--- src/rtl/core/gwf_pkg.sv ---
// Shared types, codes and helper functions for the grid wall-follow navigator.
`default_nettype none

package gwf_pkg;

    localparam int ROWS_DEFAULT = 8;
    localparam int COLS_DEFAULT = 8;
    localparam int COORD_CAP    = 8;
    localparam int QUEUE_DEPTH  = 2;
    localparam int CFG_DATA_W   = 9;
    localparam int CFG_INDEX_W  = 3;

    localparam logic [CFG_INDEX_W-1:0] CFG_OBSTACLE_CM = 3'd0;
    localparam logic [CFG_INDEX_W-1:0] CFG_VISIT_LIMIT = 3'd1;
    localparam logic [CFG_INDEX_W-1:0] CFG_INNER_FIRST = 3'd2;
    localparam logic [CFG_INDEX_W-1:0] CFG_INNER_LAST  = 3'd3;
    localparam logic [CFG_INDEX_W-1:0] CFG_MAP_ROWS    = 3'd4;
    localparam logic [CFG_INDEX_W-1:0] CFG_MAP_COLS    = 3'd5;

    localparam logic [1:0] CMD_DECIDE = 2'd0;
    localparam logic [1:0] CMD_RANGE  = 2'd1;
    localparam logic [1:0] CMD_CELL   = 2'd2;
    localparam logic [1:0] CMD_POSE   = 2'd3;

    localparam logic [1:0] KIND_FREE = 2'd0;
    localparam logic [1:0] KIND_OBST = 2'd1;
    localparam logic [1:0] KIND_BOX  = 2'd2;

    localparam logic [1:0] HEAD_NORTH = 2'd0;
    localparam logic [1:0] HEAD_EAST  = 2'd1;
    localparam logic [1:0] HEAD_SOUTH = 2'd2;
    localparam logic [1:0] HEAD_WEST  = 2'd3;

    localparam logic [1:0] TURN_NONE  = 2'd0;
    localparam logic [1:0] TURN_RIGHT = 2'd1;
    localparam logic [1:0] TURN_ABOUT = 2'd2;
    localparam logic [1:0] TURN_LEFT  = 2'd3;

    localparam logic [1:0] VISIT_SAT = 2'd3;

    localparam logic [8:0] RST_OBSTACLE_CM = 9'd18;
    localparam logic [1:0] RST_VISIT_LIMIT = 2'd2;
    localparam logic [2:0] RST_INNER_FIRST = 3'd1;
    localparam logic [2:0] RST_INNER_LAST  = 3'd4;
    localparam logic [3:0] RST_MAP_ROWS    = 4'd6;
    localparam logic [3:0] RST_MAP_COLS    = 4'd6;

    typedef struct packed {
        logic [1:0] cmd;
        logic       inner_only;
        logic       prefer_left;
        logic [8:0] range_cm;
        logic [2:0] row;
        logic [2:0] col;
        logic [1:0] cell_kind;
        logic [1:0] heading;
    } in_item_t;

    typedef struct packed {
        logic [1:0] new_heading;
        logic [1:0] turn;
        logic       moved;
        logic [2:0] pos_row;
        logic [2:0] pos_col;
        logic       marked_blocked;
        logic       status;
    } out_item_t;

    typedef struct packed {
        logic [8:0] obstacle_cm;
        logic [1:0] visit_limit;
        logic [2:0] inner_first;
        logic [2:0] inner_last;
        logic [3:0] rows_used;
        logic [3:0] cols_used;
    } cfg_t;

    typedef enum logic [1:0] {
        OP_DECIDE,
        OP_RANGE,
        OP_CELL,
        OP_POSE
    } op_t;

    typedef struct packed {
        op_t        op;
        logic       inner_only;
        logic       prefer_left;
        logic       near;
        logic       tgt_ok;
        logic       kind_ok;
        logic [2:0] row;
        logic [2:0] col;
        logic [1:0] cell_kind;
        logic [1:0] heading;
    } work_t;

    typedef enum logic [2:0] {
        BK_IDLE,
        BK_RD1,
        BK_RD2,
        BK_DEC,
        BK_EXEC
    } back_state_t;

    typedef struct packed {
        logic       ok;
        logic [3:0] r;
        logic [3:0] c;
    } nbr_t;

    function automatic logic in_map(input logic [3:0] r, input logic [3:0] c,
                                    input cfg_t cfg);
        return (r < cfg.rows_used) && (c < cfg.cols_used);
    endfunction

    function automatic nbr_t neighbor(input logic [2:0] row, input logic [2:0] col,
                                      input logic [1:0] dir, input cfg_t cfg);
        nbr_t n;
        logic geom;
        n.r  = {1'b0, row};
        n.c  = {1'b0, col};
        geom = 1'b1;
        case (dir)
            HEAD_NORTH:
            begin
                geom = (row != 3'd0);
                n.r  = {1'b0, row} - 4'd1;
            end
            HEAD_EAST:  n.c = {1'b0, col} + 4'd1;
            HEAD_SOUTH: n.r = {1'b0, row} + 4'd1;
            HEAD_WEST:
            begin
                geom = (col != 3'd0);
                n.c  = {1'b0, col} - 4'd1;
            end
            default: geom = 1'b0;
        endcase
        n.ok = geom && in_map(n.r, n.c, cfg);
        return n;
    endfunction

    function automatic logic in_ring(input logic [3:0] r, input logic [3:0] c,
                                     input cfg_t cfg);
        return (r >= {1'b0, cfg.inner_first}) && (r <= {1'b0, cfg.inner_last}) &&
               (c >= {1'b0, cfg.inner_first}) && (c <= {1'b0, cfg.inner_last});
    endfunction

    function automatic logic is_blocked(input logic [1:0] kind);
        return (kind == KIND_OBST) || (kind == KIND_BOX);
    endfunction

endpackage

`default_nettype wire

--- src/rtl/core/grid_wall_follow_navigator_core.sv ---
// Top level of the grid wall-follow navigator: front end, item queue, back end.
// The back end takes one queued item at a time. A decide reads the map in BK_IDLE, BK_RD1 and
// BK_RD2 (three neighbor reads share the map read port) and then resolves in BK_DEC; a range
// report, cell write or pose write goes from BK_IDLE to BK_EXEC (back-end sequencer).
// Reset: map reads as all free and visit counts as zero at once (per-entry valid bits);
// pose is row 0, column 0, heading north. No clearing pass.
`default_nettype none

module grid_wall_follow_navigator_core
    import gwf_pkg::*;
#(
    parameter int MAX_ROWS = ROWS_DEFAULT,
    parameter int MAX_COLS = COLS_DEFAULT
)
(
    input  wire logic                   clk,
    input  wire logic                   rst_n,
    input  wire logic                   cfg_we,
    input  wire logic [CFG_INDEX_W-1:0] cfg_index,
    input  wire logic [CFG_DATA_W-1:0]  cfg_wdata,
    input  wire logic                   in_valid,
    output logic                        in_ready,
    input  wire in_item_t               in_item,
    output logic                        out_valid,
    input  wire logic                   out_ready,
    output out_item_t                   out_item
);

    cfg_t  cfg;
    logic  push_valid, push_ready;
    work_t push_item;
    logic  pop_valid, pop_ready;
    work_t pop_item;

    gwf_front #(
        .MAX_ROWS(MAX_ROWS),
        .MAX_COLS(MAX_COLS)
    ) u_front (
        .clk       (clk),
        .rst_n     (rst_n),
        .cfg_we    (cfg_we),
        .cfg_index (cfg_index),
        .cfg_wdata (cfg_wdata),
        .in_valid  (in_valid),
        .in_ready  (in_ready),
        .in_item   (in_item),
        .push_valid(push_valid),
        .push_ready(push_ready),
        .push_item (push_item),
        .cfg       (cfg)
    );

    gwf_queue u_queue (
        .clk       (clk),
        .rst_n     (rst_n),
        .push_valid(push_valid),
        .push_ready(push_ready),
        .push_item (push_item),
        .pop_valid (pop_valid),
        .pop_ready (pop_ready),
        .pop_item  (pop_item)
    );

    gwf_back #(
        .MAX_ROWS(MAX_ROWS),
        .MAX_COLS(MAX_COLS)
    ) u_back (
        .clk      (clk),
        .rst_n    (rst_n),
        .cfg      (cfg),
        .pop_valid(pop_valid),
        .pop_ready(pop_ready),
        .pop_item (pop_item),
        .out_valid(out_valid),
        .out_ready(out_ready),
        .out_item (out_item)
    );

endmodule

`default_nettype wire

--- src/rtl/core/gwf_front.sv ---
// Front end: configuration registers, item intake and command classification.
`default_nettype none

module gwf_front
    import gwf_pkg::*;
#(
    parameter int MAX_ROWS = ROWS_DEFAULT,
    parameter int MAX_COLS = COLS_DEFAULT
)
(
    input  wire logic                   clk,
    input  wire logic                   rst_n,
    input  wire logic                   cfg_we,
    input  wire logic [CFG_INDEX_W-1:0] cfg_index,
    input  wire logic [CFG_DATA_W-1:0]  cfg_wdata,
    input  wire logic                   in_valid,
    output logic                        in_ready,
    input  wire in_item_t               in_item,
    output logic                        push_valid,
    input  wire logic                   push_ready,
    output work_t                       push_item,
    output cfg_t                        cfg
);

    localparam int ROW_CAP = (MAX_ROWS < COORD_CAP) ? MAX_ROWS : COORD_CAP;
    localparam int COL_CAP = (MAX_COLS < COORD_CAP) ? MAX_COLS : COORD_CAP;
    localparam logic [3:0] ROW_CAP_V = 4'(ROW_CAP);
    localparam logic [3:0] COL_CAP_V = 4'(COL_CAP);

    logic [8:0] obstacle_cm_reg;
    logic [1:0] visit_limit_reg;
    logic [2:0] inner_first_reg;
    logic [2:0] inner_last_reg;
    logic [3:0] map_rows_reg;
    logic [3:0] map_cols_reg;

    always_ff @(posedge clk or negedge rst_n)
    begin
        if (!rst_n)
        begin
            obstacle_cm_reg <= RST_OBSTACLE_CM;
            visit_limit_reg <= RST_VISIT_LIMIT;
            inner_first_reg <= RST_INNER_FIRST;
            inner_last_reg  <= RST_INNER_LAST;
            map_rows_reg    <= RST_MAP_ROWS;
            map_cols_reg    <= RST_MAP_COLS;
        end
        else if (cfg_we)
        begin
            case (cfg_index)
                CFG_OBSTACLE_CM: obstacle_cm_reg <= cfg_wdata[8:0];
                CFG_VISIT_LIMIT: visit_limit_reg <= cfg_wdata[1:0];
                CFG_INNER_FIRST: inner_first_reg <= cfg_wdata[2:0];
                CFG_INNER_LAST:  inner_last_reg  <= cfg_wdata[2:0];
                CFG_MAP_ROWS:    map_rows_reg    <= cfg_wdata[3:0];
                CFG_MAP_COLS:    map_cols_reg    <= cfg_wdata[3:0];
                default:
                begin
                end
            endcase
        end
    end

    always_comb
    begin
        cfg.obstacle_cm = obstacle_cm_reg;
        cfg.visit_limit = visit_limit_reg;
        cfg.inner_first = inner_first_reg;
        cfg.inner_last  = inner_last_reg;
        cfg.rows_used   = (map_rows_reg < ROW_CAP_V) ? map_rows_reg : ROW_CAP_V;
        cfg.cols_used   = (map_cols_reg < COL_CAP_V) ? map_cols_reg : COL_CAP_V;
    end

    always_comb
    begin
        case (in_item.cmd)
            CMD_DECIDE: push_item.op = OP_DECIDE;
            CMD_RANGE:  push_item.op = OP_RANGE;
            CMD_CELL:   push_item.op = OP_CELL;
            CMD_POSE:   push_item.op = OP_POSE;
            default:    push_item.op = OP_DECIDE;
        endcase
        push_item.inner_only  = in_item.inner_only;
        push_item.prefer_left = in_item.prefer_left;
        push_item.near        = (in_item.range_cm != 9'd0) &&
                                (in_item.range_cm < obstacle_cm_reg);
        push_item.tgt_ok      = in_map({1'b0, in_item.row}, {1'b0, in_item.col}, cfg);
        push_item.kind_ok     = (in_item.cell_kind <= KIND_BOX);
        push_item.row         = in_item.row;
        push_item.col         = in_item.col;
        push_item.cell_kind   = in_item.cell_kind;
        push_item.heading     = in_item.heading;
    end

    assign push_valid = in_valid;
    assign in_ready   = push_ready;

endmodule

`default_nettype wire

--- src/rtl/core/gwf_queue.sv ---
// Short FIFO of classified items between the front and back ends.
`default_nettype none

module gwf_queue
    import gwf_pkg::*;
(
    input  wire logic  clk,
    input  wire logic  rst_n,
    input  wire logic  push_valid,
    output logic       push_ready,
    input  wire work_t push_item,
    output logic       pop_valid,
    input  wire logic  pop_ready,
    output work_t      pop_item
);

    localparam int QW = $clog2(QUEUE_DEPTH);
    localparam logic [QW:0] FULL_CNT = (QW + 1)'(QUEUE_DEPTH);

    work_t          slot_mem [QUEUE_DEPTH];
    logic [QW-1:0]  wr_ptr_reg, wr_ptr_next;
    logic [QW-1:0]  rd_ptr_reg, rd_ptr_next;
    logic [QW:0]    count_reg, count_next;
    logic           do_push, do_pop;

    assign push_ready = (count_reg != FULL_CNT);
    assign pop_valid  = (count_reg != '0);
    assign pop_item   = slot_mem[rd_ptr_reg];
    assign do_push    = push_valid && push_ready;
    assign do_pop     = pop_valid && pop_ready;

    always_comb
    begin
        wr_ptr_next = do_push ? wr_ptr_reg + 1'b1 : wr_ptr_reg;
        rd_ptr_next = do_pop ? rd_ptr_reg + 1'b1 : rd_ptr_reg;
        count_next  = count_reg;
        if (do_push && !do_pop)
        begin
            count_next = count_reg + 1'b1;
        end
        else if (do_pop && !do_push)
        begin
            count_next = count_reg - 1'b1;
        end
    end

    always_ff @(posedge clk or negedge rst_n)
    begin
        if (!rst_n)
        begin
            wr_ptr_reg <= '0;
            rd_ptr_reg <= '0;
            count_reg  <= '0;
        end
        else
        begin
            wr_ptr_reg <= wr_ptr_next;
            rd_ptr_reg <= rd_ptr_next;
            count_reg  <= count_next;
        end
    end

    always_ff @(posedge clk)
    begin
        if (do_push)
        begin
            slot_mem[wr_ptr_reg] <= push_item;
        end
    end

endmodule

`default_nettype wire

--- src/rtl/core/gwf_back.sv ---
// Back end: map and visit memories, robot pose, decision sequencer, result register.
`default_nettype none

module gwf_back
    import gwf_pkg::*;
#(
    parameter int MAX_ROWS = ROWS_DEFAULT,
    parameter int MAX_COLS = COLS_DEFAULT
)
(
    input  wire logic  clk,
    input  wire logic  rst_n,
    input  wire cfg_t  cfg,
    input  wire logic  pop_valid,
    output logic       pop_ready,
    input  wire work_t pop_item,
    output logic       out_valid,
    input  wire logic  out_ready,
    output out_item_t  out_item
);

    localparam int ROW_CAP = (MAX_ROWS < COORD_CAP) ? MAX_ROWS : COORD_CAP;
    localparam int COL_CAP = (MAX_COLS < COORD_CAP) ? MAX_COLS : COORD_CAP;
    localparam int RB      = $clog2(ROW_CAP);
    localparam int CB      = $clog2(COL_CAP);
    localparam int AW      = RB + CB;
    localparam int DEPTH   = 1 << AW;

    function automatic logic [AW-1:0] cell_addr(input logic [3:0] r, input logic [3:0] c);
        return {r[RB-1:0], c[CB-1:0]};
    endfunction

    back_state_t state_reg, state_next;
    work_t       work_reg, work_next;
    logic        cand_rt_reg, cand_rt_next;
    logic        cand_fw_reg, cand_fw_next;
    logic [2:0]  robot_row_reg, robot_row_next;
    logic [2:0]  robot_col_reg, robot_col_next;
    logic [1:0]  heading_reg, heading_next;
    logic        out_vld_reg, out_vld_next;
    out_item_t   out_item_reg, out_item_next;

    logic [1:0]       cell_mem [DEPTH];
    logic [DEPTH-1:0] cell_vld_reg;
    logic [1:0]       cell_rdata_reg;
    logic             cell_rvld_reg;
    logic             cell_rd_en, cell_we;
    logic [AW-1:0]    cell_rd_addr, cell_wr_addr;
    logic [1:0]       cell_wdata;

    logic [7:0]       visit_mem [DEPTH];
    logic [DEPTH-1:0] visit_vld_reg;
    logic [7:0]       visit_rdata_reg;
    logic             visit_rvld_reg;
    logic             visit_rd_en, visit_we;
    logic [AW-1:0]    visit_addr;
    logic [7:0]       visit_wdata;

    logic [1:0] dir_rt, dir_lt, dir_back;
    nbr_t       nb_rt, nb_fw, nb_lt;
    logic       robot_ok, out_free, load;
    logic [1:0] kind_rd;
    logic [7:0] vrow;
    logic       cand_rt_now, cand_fw_now, cand_lt_now;
    logic       c_first, c_third;
    logic [1:0] d_first, d_third, dec_dir, cnt_dec;
    logic [1:0] res_turn;
    logic       res_moved, res_marked, res_status;

    function automatic logic cand(input nbr_t n, input logic [1:0] kind,
                                  input logic [1:0] cnt, input logic inner,
                                  input logic here_ok, input cfg_t c);
        logic pass;
        pass = inner ? in_ring(n.r, n.c, c) : (!here_ok || (cnt < c.visit_limit));
        return n.ok && !is_blocked(kind) && pass;
    endfunction

    assign dir_rt   = heading_reg + 2'd1;
    assign dir_lt   = heading_reg + 2'd3;
    assign dir_back = heading_reg + 2'd2;
    assign nb_rt    = neighbor(robot_row_reg, robot_col_reg, dir_rt, cfg);
    assign nb_fw    = neighbor(robot_row_reg, robot_col_reg, heading_reg, cfg);
    assign nb_lt    = neighbor(robot_row_reg, robot_col_reg, dir_lt, cfg);
    assign robot_ok = in_map({1'b0, robot_row_reg}, {1'b0, robot_col_reg}, cfg);
    assign kind_rd  = cell_rvld_reg ? cell_rdata_reg : KIND_FREE;
    assign vrow     = visit_rvld_reg ? visit_rdata_reg : 8'd0;
    assign out_free = !out_vld_reg || out_ready;
    assign visit_addr = cell_addr({1'b0, robot_row_reg}, {1'b0, robot_col_reg});

    assign cand_rt_now = cand(nb_rt, kind_rd, vrow[{dir_rt, 1'b0} +: 2],
                              work_reg.inner_only, robot_ok, cfg);
    assign cand_fw_now = cand(nb_fw, kind_rd, vrow[{heading_reg, 1'b0} +: 2],
                              work_reg.inner_only, robot_ok, cfg);
    assign cand_lt_now = cand(nb_lt, kind_rd, vrow[{dir_lt, 1'b0} +: 2],
                              work_reg.inner_only, robot_ok, cfg);

    always_comb
    begin
        c_first = work_reg.prefer_left ? cand_lt_now : cand_rt_reg;
        c_third = work_reg.prefer_left ? cand_rt_reg : cand_lt_now;
        d_first = work_reg.prefer_left ? dir_lt : dir_rt;
        d_third = work_reg.prefer_left ? dir_rt : dir_lt;
        if (c_first)
        begin
            dec_dir = d_first;
        end
        else if (cand_fw_reg)
        begin
            dec_dir = heading_reg;
        end
        else if (c_third)
        begin
            dec_dir = d_third;
        end
        else
        begin
            dec_dir = dir_back;
        end
        cnt_dec     = vrow[{dec_dir, 1'b0} +: 2];
        visit_wdata = vrow;
        visit_wdata[{dec_dir, 1'b0} +: 2] = cnt_dec + 2'd1;
    end

    always_comb
    begin
        state_next     = state_reg;
        work_next      = work_reg;
        cand_rt_next   = cand_rt_reg;
        cand_fw_next   = cand_fw_reg;
        robot_row_next = robot_row_reg;
        robot_col_next = robot_col_reg;
        heading_next   = heading_reg;
        pop_ready      = 1'b0;
        load           = 1'b0;
        res_turn       = TURN_NONE;
        res_moved      = 1'b0;
        res_marked     = 1'b0;
        res_status     = 1'b0;
        cell_rd_en     = 1'b0;
        cell_rd_addr   = cell_addr(nb_rt.r, nb_rt.c);
        cell_we        = 1'b0;
        cell_wr_addr   = cell_addr(nb_fw.r, nb_fw.c);
        cell_wdata     = KIND_OBST;
        visit_rd_en    = 1'b0;
        visit_we       = 1'b0;

        case (state_reg)
            BK_IDLE:
            begin
                pop_ready = 1'b1;
                if (pop_valid)
                begin
                    work_next = pop_item;
                    if (pop_item.op == OP_DECIDE)
                    begin
                        cell_rd_en  = 1'b1;
                        visit_rd_en = 1'b1;
                        state_next  = BK_RD1;
                    end
                    else
                    begin
                        state_next = BK_EXEC;
                    end
                end
            end
            BK_RD1:
            begin
                cand_rt_next = cand_rt_now;
                cell_rd_en   = 1'b1;
                cell_rd_addr = cell_addr(nb_fw.r, nb_fw.c);
                state_next   = BK_RD2;
            end
            BK_RD2:
            begin
                cand_fw_next = cand_fw_now;
                cell_rd_en   = 1'b1;
                cell_rd_addr = cell_addr(nb_lt.r, nb_lt.c);
                state_next   = BK_DEC;
            end
            BK_DEC:
            begin
                if (out_free)
                begin
                    load         = 1'b1;
                    visit_we     = robot_ok && (cnt_dec < VISIT_SAT);
                    heading_next = dec_dir;
                    res_turn     = 2'(dec_dir - heading_reg);
                    state_next   = BK_IDLE;
                end
            end
            BK_EXEC:
            begin
                if (out_free)
                begin
                    load       = 1'b1;
                    state_next = BK_IDLE;
                    case (work_reg.op)
                        OP_RANGE:
                        begin
                            if (work_reg.near)
                            begin
                                cell_we      = nb_fw.ok;
                                res_marked   = nb_fw.ok;
                                heading_next = dir_back;
                                res_turn     = TURN_ABOUT;
                            end
                            else if (nb_fw.ok)
                            begin
                                robot_row_next = nb_fw.r[2:0];
                                robot_col_next = nb_fw.c[2:0];
                                res_moved      = 1'b1;
                            end
                            else
                            begin
                                res_status = 1'b1;
                            end
                        end
                        OP_CELL:
                        begin
                            cell_wr_addr = cell_addr({1'b0, work_reg.row}, {1'b0, work_reg.col});
                            cell_wdata   = work_reg.cell_kind;
                            cell_we      = work_reg.tgt_ok && work_reg.kind_ok;
                            res_status   = !work_reg.tgt_ok;
                        end
                        OP_POSE:
                        begin
                            res_status = !work_reg.tgt_ok;
                            if (work_reg.tgt_ok)
                            begin
                                robot_row_next = work_reg.row;
                                robot_col_next = work_reg.col;
                                heading_next   = work_reg.heading;
                            end
                        end
                        default:
                        begin
                        end
                    endcase
                end
            end
            default: state_next = BK_IDLE;
        endcase

        out_vld_next  = load ? 1'b1 : (out_vld_reg && !out_ready);
        out_item_next = out_item_reg;
        if (load)
        begin
            out_item_next.new_heading    = heading_next;
            out_item_next.turn           = res_turn;
            out_item_next.moved          = res_moved;
            out_item_next.pos_row        = robot_row_next;
            out_item_next.pos_col        = robot_col_next;
            out_item_next.marked_blocked = res_marked;
            out_item_next.status         = res_status;
        end
    end

    always_ff @(posedge clk or negedge rst_n)
    begin
        if (!rst_n)
        begin
            state_reg     <= BK_IDLE;
            robot_row_reg <= 3'd0;
            robot_col_reg <= 3'd0;
            heading_reg   <= HEAD_NORTH;
            out_vld_reg   <= 1'b0;
            cell_vld_reg  <= '0;
            visit_vld_reg <= '0;
            cell_rvld_reg <= 1'b0;
            visit_rvld_reg <= 1'b0;
        end
        else
        begin
            state_reg     <= state_next;
            robot_row_reg <= robot_row_next;
            robot_col_reg <= robot_col_next;
            heading_reg   <= heading_next;
            out_vld_reg   <= out_vld_next;
            if (cell_we)
            begin
                cell_vld_reg[cell_wr_addr] <= 1'b1;
            end
            if (visit_we)
            begin
                visit_vld_reg[visit_addr] <= 1'b1;
            end
            if (cell_rd_en)
            begin
                cell_rvld_reg <= cell_vld_reg[cell_rd_addr];
            end
            if (visit_rd_en)
            begin
                visit_rvld_reg <= visit_vld_reg[visit_addr];
            end
        end
    end

    always_ff @(posedge clk)
    begin
        work_reg     <= work_next;
        cand_rt_reg  <= cand_rt_next;
        cand_fw_reg  <= cand_fw_next;
        out_item_reg <= out_item_next;
    end

    always_ff @(posedge clk)
    begin
        if (cell_we)
        begin
            cell_mem[cell_wr_addr] <= cell_wdata;
        end
        if (cell_rd_en)
        begin
            cell_rdata_reg <= cell_mem[cell_rd_addr];
        end
    end

    always_ff @(posedge clk)
    begin
        if (visit_we)
        begin
            visit_mem[visit_addr] <= visit_wdata;
        end
        if (visit_rd_en)
        begin
            visit_rdata_reg <= visit_mem[visit_addr];
        end
    end

    assign out_valid = out_vld_reg;
    assign out_item  = out_item_reg;

endmodule

`default_nettype wire

--- config.mk ---
export PLATFORM = sky130hd
export DESIGN_NAME = grid_wall_follow_navigator_core
export DESIGN_NICKNAME = d
export VERILOG_FILES = /design/src/rtl/core/gwf_pkg.sv /design/src/rtl/core/grid_wall_follow_navigator_core.sv /design/src/rtl/core/gwf_front.sv /design/src/rtl/core/gwf_queue.sv /design/src/rtl/core/gwf_back.sv
export SDC_FILE = /design/constraint.sdc
export NUM_CORES = 1
export LEC_CHECK = 0
export BUFFER_PORTS_ARGS = -buffer_cell sky130_fd_sc_hd__clkbuf_2
export CORE_ASPECT_RATIO = 1.25
export CORE_MARGIN = 2
export CORE_UTILIZATION = 57
export DETAILED_ROUTE_END_ITERATION = 8
export PLACE_DENSITY = 0.74
export SETUP_SLACK_MARGIN = 0.1
export SLEW_MARGIN = 0
export SYNTH_ARGS = -nofsm -noshare
export SYNTH_HDL_FRONTEND = slang
export SYNTH_HIERARCHICAL = 1
export SYNTH_SLANG_ARGS = --single-unit
--- constraint.sdc ---
create_clock -name clk -period 7.7 [get_ports clk]
set_clock_uncertainty 0.2 [all_clocks]
set_input_delay 1.155 -clock clk [delete_from_list [all_inputs] [get_ports clk]]
set_output_delay 1.155 -clock clk [all_outputs]
set_load 0.01 [all_outputs]
-- After elaboration in Yosys (flattened, before gate mapping)
Memories as Yosys holds them, arrays and structs flattened. A register that Yosys moved wholly into a read port is not among the register bits.
Cells that the tools add are included.
- mux-type cells: 93
- shift operators: 6
- order comparisons: 35
- divide/modulo/power cells: 0
- multiply operators: 0
- bitwise gates (word level): 5
- reduce and logical (&&, ||, !) cells: 71
- equal/unequal tests: 29
- add/subtract/negate cells: 14
- operator list (kind ; number):
    64-bit OR ; 2
    4-bit one-hot mux with 2 select lines ; 6
    3-bit 2-to-1 mux ; 13
    2-bit 2-to-1 mux ; 19
    1-bit logical AND ; 33
    8-bit by 4-bit variable part select with 2-bit output ; 4
    1-bit 2-to-1 mux ; 30
    4-bit by 3-bit >= comparator with 1-bit output ; 6
    4-bit by 3-bit <= comparator with 1-bit output ; 6
    4-bit < comparator ; 6
    2-bit equality test, second input constant ; 11
    6-bit by 7-bit < comparator with 1-bit output, second input constant ; 3
    6-bit 2-to-1 mux ; 3
    2-bit AND reduction ; 9
    3-bit by 4-bit < comparator with 1-bit output ; 4
    1-bit binary-select mux with 6-bit select ; 2
    1-bit demux with 6-bit select ; 2
    2-bit by 1-bit equality test with 1-bit output, second input constant ; 6
    3-bit by 2-bit equality test with 1-bit output, second input constant ; 4
    6-bit by 1-bit >= comparator with 1-bit output, second input constant ; 2
    1-bit one-hot mux with 2 select lines ; 6
    2-bit one-hot mux with 2 select lines ; 3
    3-bit one-hot mux with 2 select lines ; 2
    3-bit one-hot mux with 4 select lines ; 1
    other kinds (35) ; 70
- output and inout bits: 15
- register bits: 203
- ROM bits: 0
- input port bits: 40
- latch bits: 0
- RAM bits: 674
- memories: 3
- word-level logic and storage cells: 293
- memory list (name ; depth ; bits a word ; rd ports ; clocked after memory_dff ; wr ports ; line ; source):
    u_back.visit_mem ; 64 ; 8 ; 1 ; 1 ; 1 ; gwf_back.sv:51 ; logic [7:0] visit_mem [DEPTH];
    u_back.cell_mem ; 64 ; 2 ; 1 ; 1 ; 1 ; gwf_back.sv:43 ; logic [1:0] cell_mem [DEPTH];
    u_queue.slot_mem ; 2 ; 17 ; 1 ; 0 ; 1 ; gwf_queue.sv:20 ; work_t slot_mem [QUEUE_DEPTH];

-- Depth between registers and ports, before layout
- depth in word-level cells: 20
- depth in mapped cells: 23
- depth with buffers taken out: 21

-- Modules after synthesis
The synthesis kept the hierarchy.
- modules (own cells, without submodules) (module ; instances ; area an instance (um2) ; seq. area each (um2) ; cells each):
    gwf_back ; 1 ; 34375.5 ; 24033.0 ; 2262
    gwf_front ; 1 ; 1501.4 ; 636.9 ; 138
    gwf_queue ; 1 ; 1473.9 ; 1121.1 ; 71

-- Least setup slack after synthesis
No wires, ideal clock.
- kind: register to register
- from: register u_back.heading_reg[1]
- to: memory u_back.visit_mem[0][7], data pin
- arrival: 6.903 ns
- stages on the path, launching flop included: 21
- library setup time: 0.702 ns
- path slack: -0.105 ns
- path buffers: 2
- data required time: 6.798 ns
- period minus slack after synthesis: 7.805 ns
- cell sequence: dfrtp_1 clkbuf_1 inv_1 ha_1 buf_2 nand2_1 a21oi_1 o21ai_0 ha_1 or3_1 o21ai_0 a31o_2 maj3_1 nand3_2 a311oi_2 o311ai_4 and3_1 o31a_1 ha_1 inv_1 o21ai_0
- word-level cells in the longest chain between the ends: 17
- elaborated cells on any way between the ends: 40
- classes of those cells: add/sub (5); order compare (7); eq/ne (3); shift (4); mux (12); reduce/logical (9)
- ends and longest elaborated chain (element ; line ; source):
    start, declared ; gwf_back.sv:39 ; logic [1:0] heading_reg, heading_next;
    start signal, assigned ; gwf_back.sv:277 ; heading_reg <= heading_next;
    2-bit adder ; gwf_back.sv:79 ; assign dir_lt = heading_reg + 2'd3;
    2-bit equality test or 2-bit zero test (tied branches) ; gwf_pkg.sv:124 ; case (dir)
    4-bit one-hot mux with 2 select lines ; gwf_pkg.sv:124 ;
    4-bit by 3-bit >= comparator with 1-bit output or 4-bit by 3-bit <= comparator with 1-bit output (tied branches) ; gwf_pkg.sv:145 ; return (r >= {1'b0, cfg.inner_first}) && (r <= {1'b0, cfg.inner_last}) &&
    1-bit logical AND (2 in a row) ; gwf_pkg.sv:145 ;
    1-bit logical AND ; gwf_pkg.sv:146 ; (c >= {1'b0, cfg.inner_first}) && (c <= {1'b0, cfg.inner_last});
    1-bit 2-to-1 mux ; gwf_back.sv:74 ; pass = inner ? in_ring(n.r, n.c, c) : (!here_ok || (cnt < c.visit_limit));
    1-bit logical AND ; gwf_back.sv:75 ; return n.ok && !is_blocked(kind) && pass;
    1-bit 2-to-1 mux ; gwf_back.sv:100 ; c_third = work_reg.prefer_left ? cand_rt_reg : cand_lt_now;
    2-bit 2-to-1 mux ; gwf_back.sv:111 ; else if (c_third)
    2-bit 2-to-1 mux ; gwf_back.sv:107 ; else if (cand_fw_reg)
    2-bit 2-to-1 mux * ; gwf_back.sv:103 ; if (c_first)
    8-bit by 4-bit variable part select with 2-bit output ; gwf_back.sv:119 ; cnt_dec = vrow[{dec_dir, 1'b0} +: 2];
    2-bit by 1-bit adder with 2-bit output ; gwf_back.sv:121 ; visit_wdata[{dec_dir, 1'b0} +: 2] = cnt_dec + 2'd1;
    2-bit by 5-bit variable part select with 8-bit output ; gwf_back.sv:121 ;
    8-bit bitwise mux * ; gwf_back.sv:121 ;
    net u_back.visit_wdata[7] ; gwf_back.sv:57 ; logic [7:0] visit_wdata;
    end, declared ; gwf_back.sv:51 ;
The timed path passes the listed nets; every way through them passes the cells marked *.

-- Final worst setup path
- from: register u_back.robot_col_reg[1]
- to: memory u_back.visit_mem[37][3], enable pin
- word-level cells in the longest chain between the ends: 18
- elaborated cells on any way between the ends: 31
- classes of those cells: add/sub (2); order compare (5); shift (1); mux (12); reduce/logical (11)
- ends and longest elaborated chain (element ; line ; source):
    start, declared ; gwf_back.sv:38 ; logic [2:0] robot_col_reg, robot_col_next;
    start signal, assigned ; gwf_back.sv:276 ; robot_col_reg <= robot_col_next;
    3-bit by 1-bit subtractor with 4-bit output or 3-bit by 1-bit adder with 4-bit output (tied branches) ; gwf_pkg.sv:135, gwf_pkg.sv:130 ;
    4-bit one-hot mux with 2 select lines ; gwf_pkg.sv:124 ;
    4-bit by 3-bit >= comparator with 1-bit output or 4-bit < comparator (tied branches) ; gwf_pkg.sv:146, gwf_pkg.sv:114 ;
    1-bit logical AND, on equally long branches ; gwf_pkg.sv:145, gwf_pkg.sv:114 ;
    1-bit logical AND, on equally long branches ; gwf_pkg.sv:146, gwf_pkg.sv:139 ;
    1-bit 2-to-1 mux or 1-bit logical AND (tied branches) ; gwf_back.sv:74, gwf_back.sv:75 ;
    1-bit logical AND ; gwf_back.sv:75 ;
    1-bit 2-to-1 mux ; gwf_back.sv:100 ;
    [2 not listed] ; - ;
    2-bit 2-to-1 mux ; gwf_back.sv:103 ;
    8-bit by 4-bit variable part select with 2-bit output ; gwf_back.sv:119 ;
    2-bit < comparator ; gwf_back.sv:185 ; visit_we = robot_ok && (cnt_dec < VISIT_SAT);
    1-bit logical AND ; gwf_back.sv:185 ;
    1-bit 2-to-1 mux ; gwf_back.sv:182 ; if (out_free)
    1-bit 2-to-1 mux ; gwf_back.sv:147 ; case (state_reg)
    1-bit 2-to-1 mux ; gwf_back.sv:320 ; if (visit_we)
    1-bit 2-to-1 mux (implied by the code) ; gwf_back.sv:322 ; visit_mem[visit_addr] <= visit_wdata;
Several ways; a longest one is shown, not always the timed one.

==> metrics.md <==
| Metric | Value |
|---|---|
| Leading cell type in the layout, fill and taps excluded | `sky130_fd_sc_hd__edfxtp_1` |
| Peak supply drop | `0.3942 mV` |
| Top library cells by usage in the layout, fill and taps aside | `sky130_fd_sc_hd__edfxtp_1 (716), sky130_fd_sc_hd__a22oi_1 (249), sky130_fd_sc_hd__nor2_1 (167)` |
| Row Count | `104` |
| HPWL reported at the end of detailed placement | `59060 um` |
| Global placer's final weighted congestion | `1.015` |
| Worst path cell trace | `clkinv_1, ha_1, and2_1, o31ai_1, ha_1, a211oi_1, o211ai_1, o31ai_2, nand3_2, a311oi_4, inv_4, and3_1, o31a_1, ha_1, nor3_1, buf_4, nand2_1, nor2_1` |
| Register with the most flip-flops | `u_back/visit_mem` |
| Power density over cell area | `411.5 mW/mm^2` |
| Sort of element at the start of the critical path | `flip-flop` |
| Outcome | `complete, no violations` |
| CTS buffer count | `82` |
| Hold Buf Count CTS | `0` |
| Count of max-cap constraint violations | `0` |
| Synth Instances | `2471` |
| Flip-flop count of the largest register after layout | `512` |
| IO buf count | `54` |
| Hold violation count in the final report | `0` |
| Share of cells above drive strength 1 | `0.1714` |
| Clock period minus worst slack | `7.244 ns` |
| First-pass GRT wire length | `142900 um` |
| Pin count of the biggest net entering global routing | `96` |
| Total number of vias | `23110` |
| Cell family contributing the most delay on the critical path | `compound AO/OA/AOI/OAI gates` |
| Register bit total from synthesis | `887` |
| Area delta synth->final | `10.22%` |
| Antenna Nets Post-Route | `0` |
| Sum of overflow across all layers after global routing | `0` |
| Area of the die | `0.06761 mm^2` |
| Final worst path period share | `0.9408` |
| Hold-critical path depth | `1` |
| Root Driver | `sky130_fd_sc_hd__clkbuf_16` |
| Final hold slack | `0.2686 ns` |
| Pleak | `14.71 nW` |
| Clock edge transition at the registers on the reported setup and hold paths | `0.06 ns` |
| Share of total power in combinational logic | `0.384` |
| Clock group share of total power | `0.233` |
| Crit path buffers/inverters | `3` |
| Post-Route Setup TNS | `0 ns` |
| Initial core utilization | `0.5775` |
| Final non-filler cell total | `3433` |
| Die Span X | `233.0 um` |
| Maximum fanout along the worst path | `11` |
| Highest attainable clock frequency | `138.0 MHz` |
| DRC violations left | `0` |
| Die Y-Extent | `290.2 um` |
| Vias per inst | `6.731` |
| Sequential share of power | `0.383` |
| H-tree level count | `3` |
| Clock buffer depth | `3` |
| Mean Syn Cell Area | `15.12 um^2` |
| Max-slew violation count | `0` |
| Net count, final | `2653` |
| Post-synth EDFFs | `716` |
| Core region area | `0.06467 mm^2` |
| Total routed wirelength | `94860 um` |
| Master of the slowest instance on the critical path | `sky130_fd_sc_hd__nor2_1` |
| Net count of the mapped netlist | `2608` |
| First-pass detailed-route iteration total | `7` |
| Global router's overall resource usage | `0.2828` |
| Post CTS Setup Buffer Count | `0` |
| Worst slew margin relative to its limit | `0.2029` |
| Number of distinct library cell variants in the gate-level netlist after synthesis | `95` |
| Primary FF master, synth | `sky130_fd_sc_hd__edfxtp_1` |
| Biggest registers after layout | `u_back/visit_mem (512), u_back/cell_mem (128)` |
| Initial drt markers | `2987` |
| Syn Std Cell Area | `0.03735 mm^2` |
| Transition time of the tightest slew-check pin | `1.196 ns` |
| Pint | `10.61 mW` |
| Number of cells after detailed placement | `3280` |
| Number of clock sinks | `887` |
| Insertion delay of the later-clocked pin in the worst-skew pair | `0.64 ns` |
| CTS tree | `done` |
| Path type of the worst min-delay path | `flip-flop to flip-flop` |
| Synth Warn # | `6` |
| Fraction of registers with async set/reset | `0.1928` |
| Critical path data arrival time | `7.31 ns` |
| Worst path max stage delay | `0.86 ns` |
| Sw Share | `0.3736` |
| Setup repair after global routing missed its margin | `false` |
| Vias in the first global route | `22960` |
| Setup crit end kind | `flip-flop` |
| Routed WL per cell | `27.63 um` |
| Net Switching | `6.329 mW` |
| Instance count on the critical path | `18` |
| Boundary pin count | `55` |
| CP Data Required Time | `7.76 ns` |
| Cell mode on critical path | `sky130_fd_sc_hd__ha_1` |
| Critical Setup Path Class | `flip-flop to flip-flop` |
| Proportion of synthesized chip area in sequential cells | `0.6905` |
| Cell count of the worst reg-to-reg path | `18` |
| Number of antenna violations at the first check in global routing | `1` |
| Final setup violating endpoints | `0` |
==> Yosys cell counts, drive strengths merged, types with 12 or more instances <==
library cell	n	share of area
mux2	47	0.015
o22ai	12	0.0020
a41oi	22	0.0052
dfrtp	162	0.11
or2	68	0.011
nor2b	17	0.0028
mux4	46	0.028
nor2	170	0.017
o21bai	65	0.013
a31oi	33	0.0055
a22oi	251	0.051
a22o	33	0.0077
a221oi	34	0.0080
clkbuf	87	0.0087
edfxtp	716	0.58
nand2b	27	0.0045
nand2	80	0.0082
nor3	27	0.0043
ha	97	0.032
nand3	36	0.0050
nand4	35	0.0059
a21oi	49	0.0067
buf	64	0.011
mux2i	49	0.013
o21ai	53	0.0071
inv	47	0.0048
==> area by class of cell <==
type | count | area (um^2)
flip-flops and latches | 887 | 25790
inverters | 50 | 190.2
multi-input cells | 1383 | 10760
well taps | 848 | 1061
clock buffers | 125 | 2367
diodes | 1 | 2.502
repair buffers | 112 | 762.0
fillers | 4485 | 23500
clock inverters | 27 | 236.5
==> final timing paths <==
| path | startpoint | to | slack, ns |
|---|---|---|---|
| setup / recovery | u_back/robot_col_reg[1] | u_back/visit_mem[37][3] | 0.46 |
| hold / removal | u_back/visit_vld_reg[50] | u_back/visit_vld_reg[50] | 0.27 |
| setup reg to reg | u_back/robot_col_reg[1] | u_back/visit_mem[37][3] | 0.46 |
| hold reg to reg | u_back/visit_vld_reg[50] | u_back/visit_vld_reg[50] | 0.27 |
| max in group asynchronous | rst_n | u_back/visit_vld_reg[1] | 5.15 |
| min in group asynchronous | rst_n | u_back/visit_vld_reg[15] | 0.45 |
==> kinds of logic after synthesis <==
| group | Yosys count | share of synthesized area |
|---|---|---|
| AO/OA/AOI/OAI | 616 | 0.1219 |
| XOR/XNOR | 15 | 0.003920 |
| adder cells (fa/ha/maj) | 100 | 0.03333 |
| buffers and inverters | 201 | 0.02442 |
| flip-flops | 887 | 0.6905 |
| multiplexers | 142 | 0.05614 |
| AND/OR/NAND/NOR | 510 | 0.06974 |
==> metal layers <==
layer / GRT usage / vias to the layer above / wire [um]
li1: - / 9802 / -
met1: 0.3932 / 11620 / 36640
met2: 0.4378 / 1434 / 44420
met3: 0.05220 / 254 / 9447
met4: 0.1289 / 0 / 4352
met5: 0 / - / 0
==> per-stage QoR <==
| stage | area (um^2) | setup WS [ns] | util | power, mW |
|---|---|---|---|---|
| 2_1_floorplan | 37350 | 0.8187 | - | 10.76 |
| 3_3_place_gp | 38560 | 0.7756 | 0.5963 | 12.80 |
| 3_5_place_dp | 38560 | 0.6539 | 0.5963 | 12.96 |
| 4_1_cts | 41160 | 0.5793 | 0.6365 | 16.88 |
| 5_1_grt | 41170 | 0.1194 | 0.6366 | 17.64 |
| 6_report | 41170 | 0.4558 | 0.6366 | 16.94 |
==> power groups by stage <==
stage	clock [mW]	sequential, mW	combinational, mW
2_1_floorplan	0	6.44	4.32
3_3_place_gp	0	6.55	6.25
3_5_place_dp	0	6.57	6.39
4_1_cts	3.99	6.47	6.42
5_1_grt	4.18	6.51	6.96
6_report	3.94	6.48	6.51
==> repair_timing <==
item,4_1_cts,5_1_grt
hold endpoints to repair,0,0
gates resized for setup,0,1
setup endpoints to repair,0,7
No activity file was read; power rests on OpenSTA's default activity.
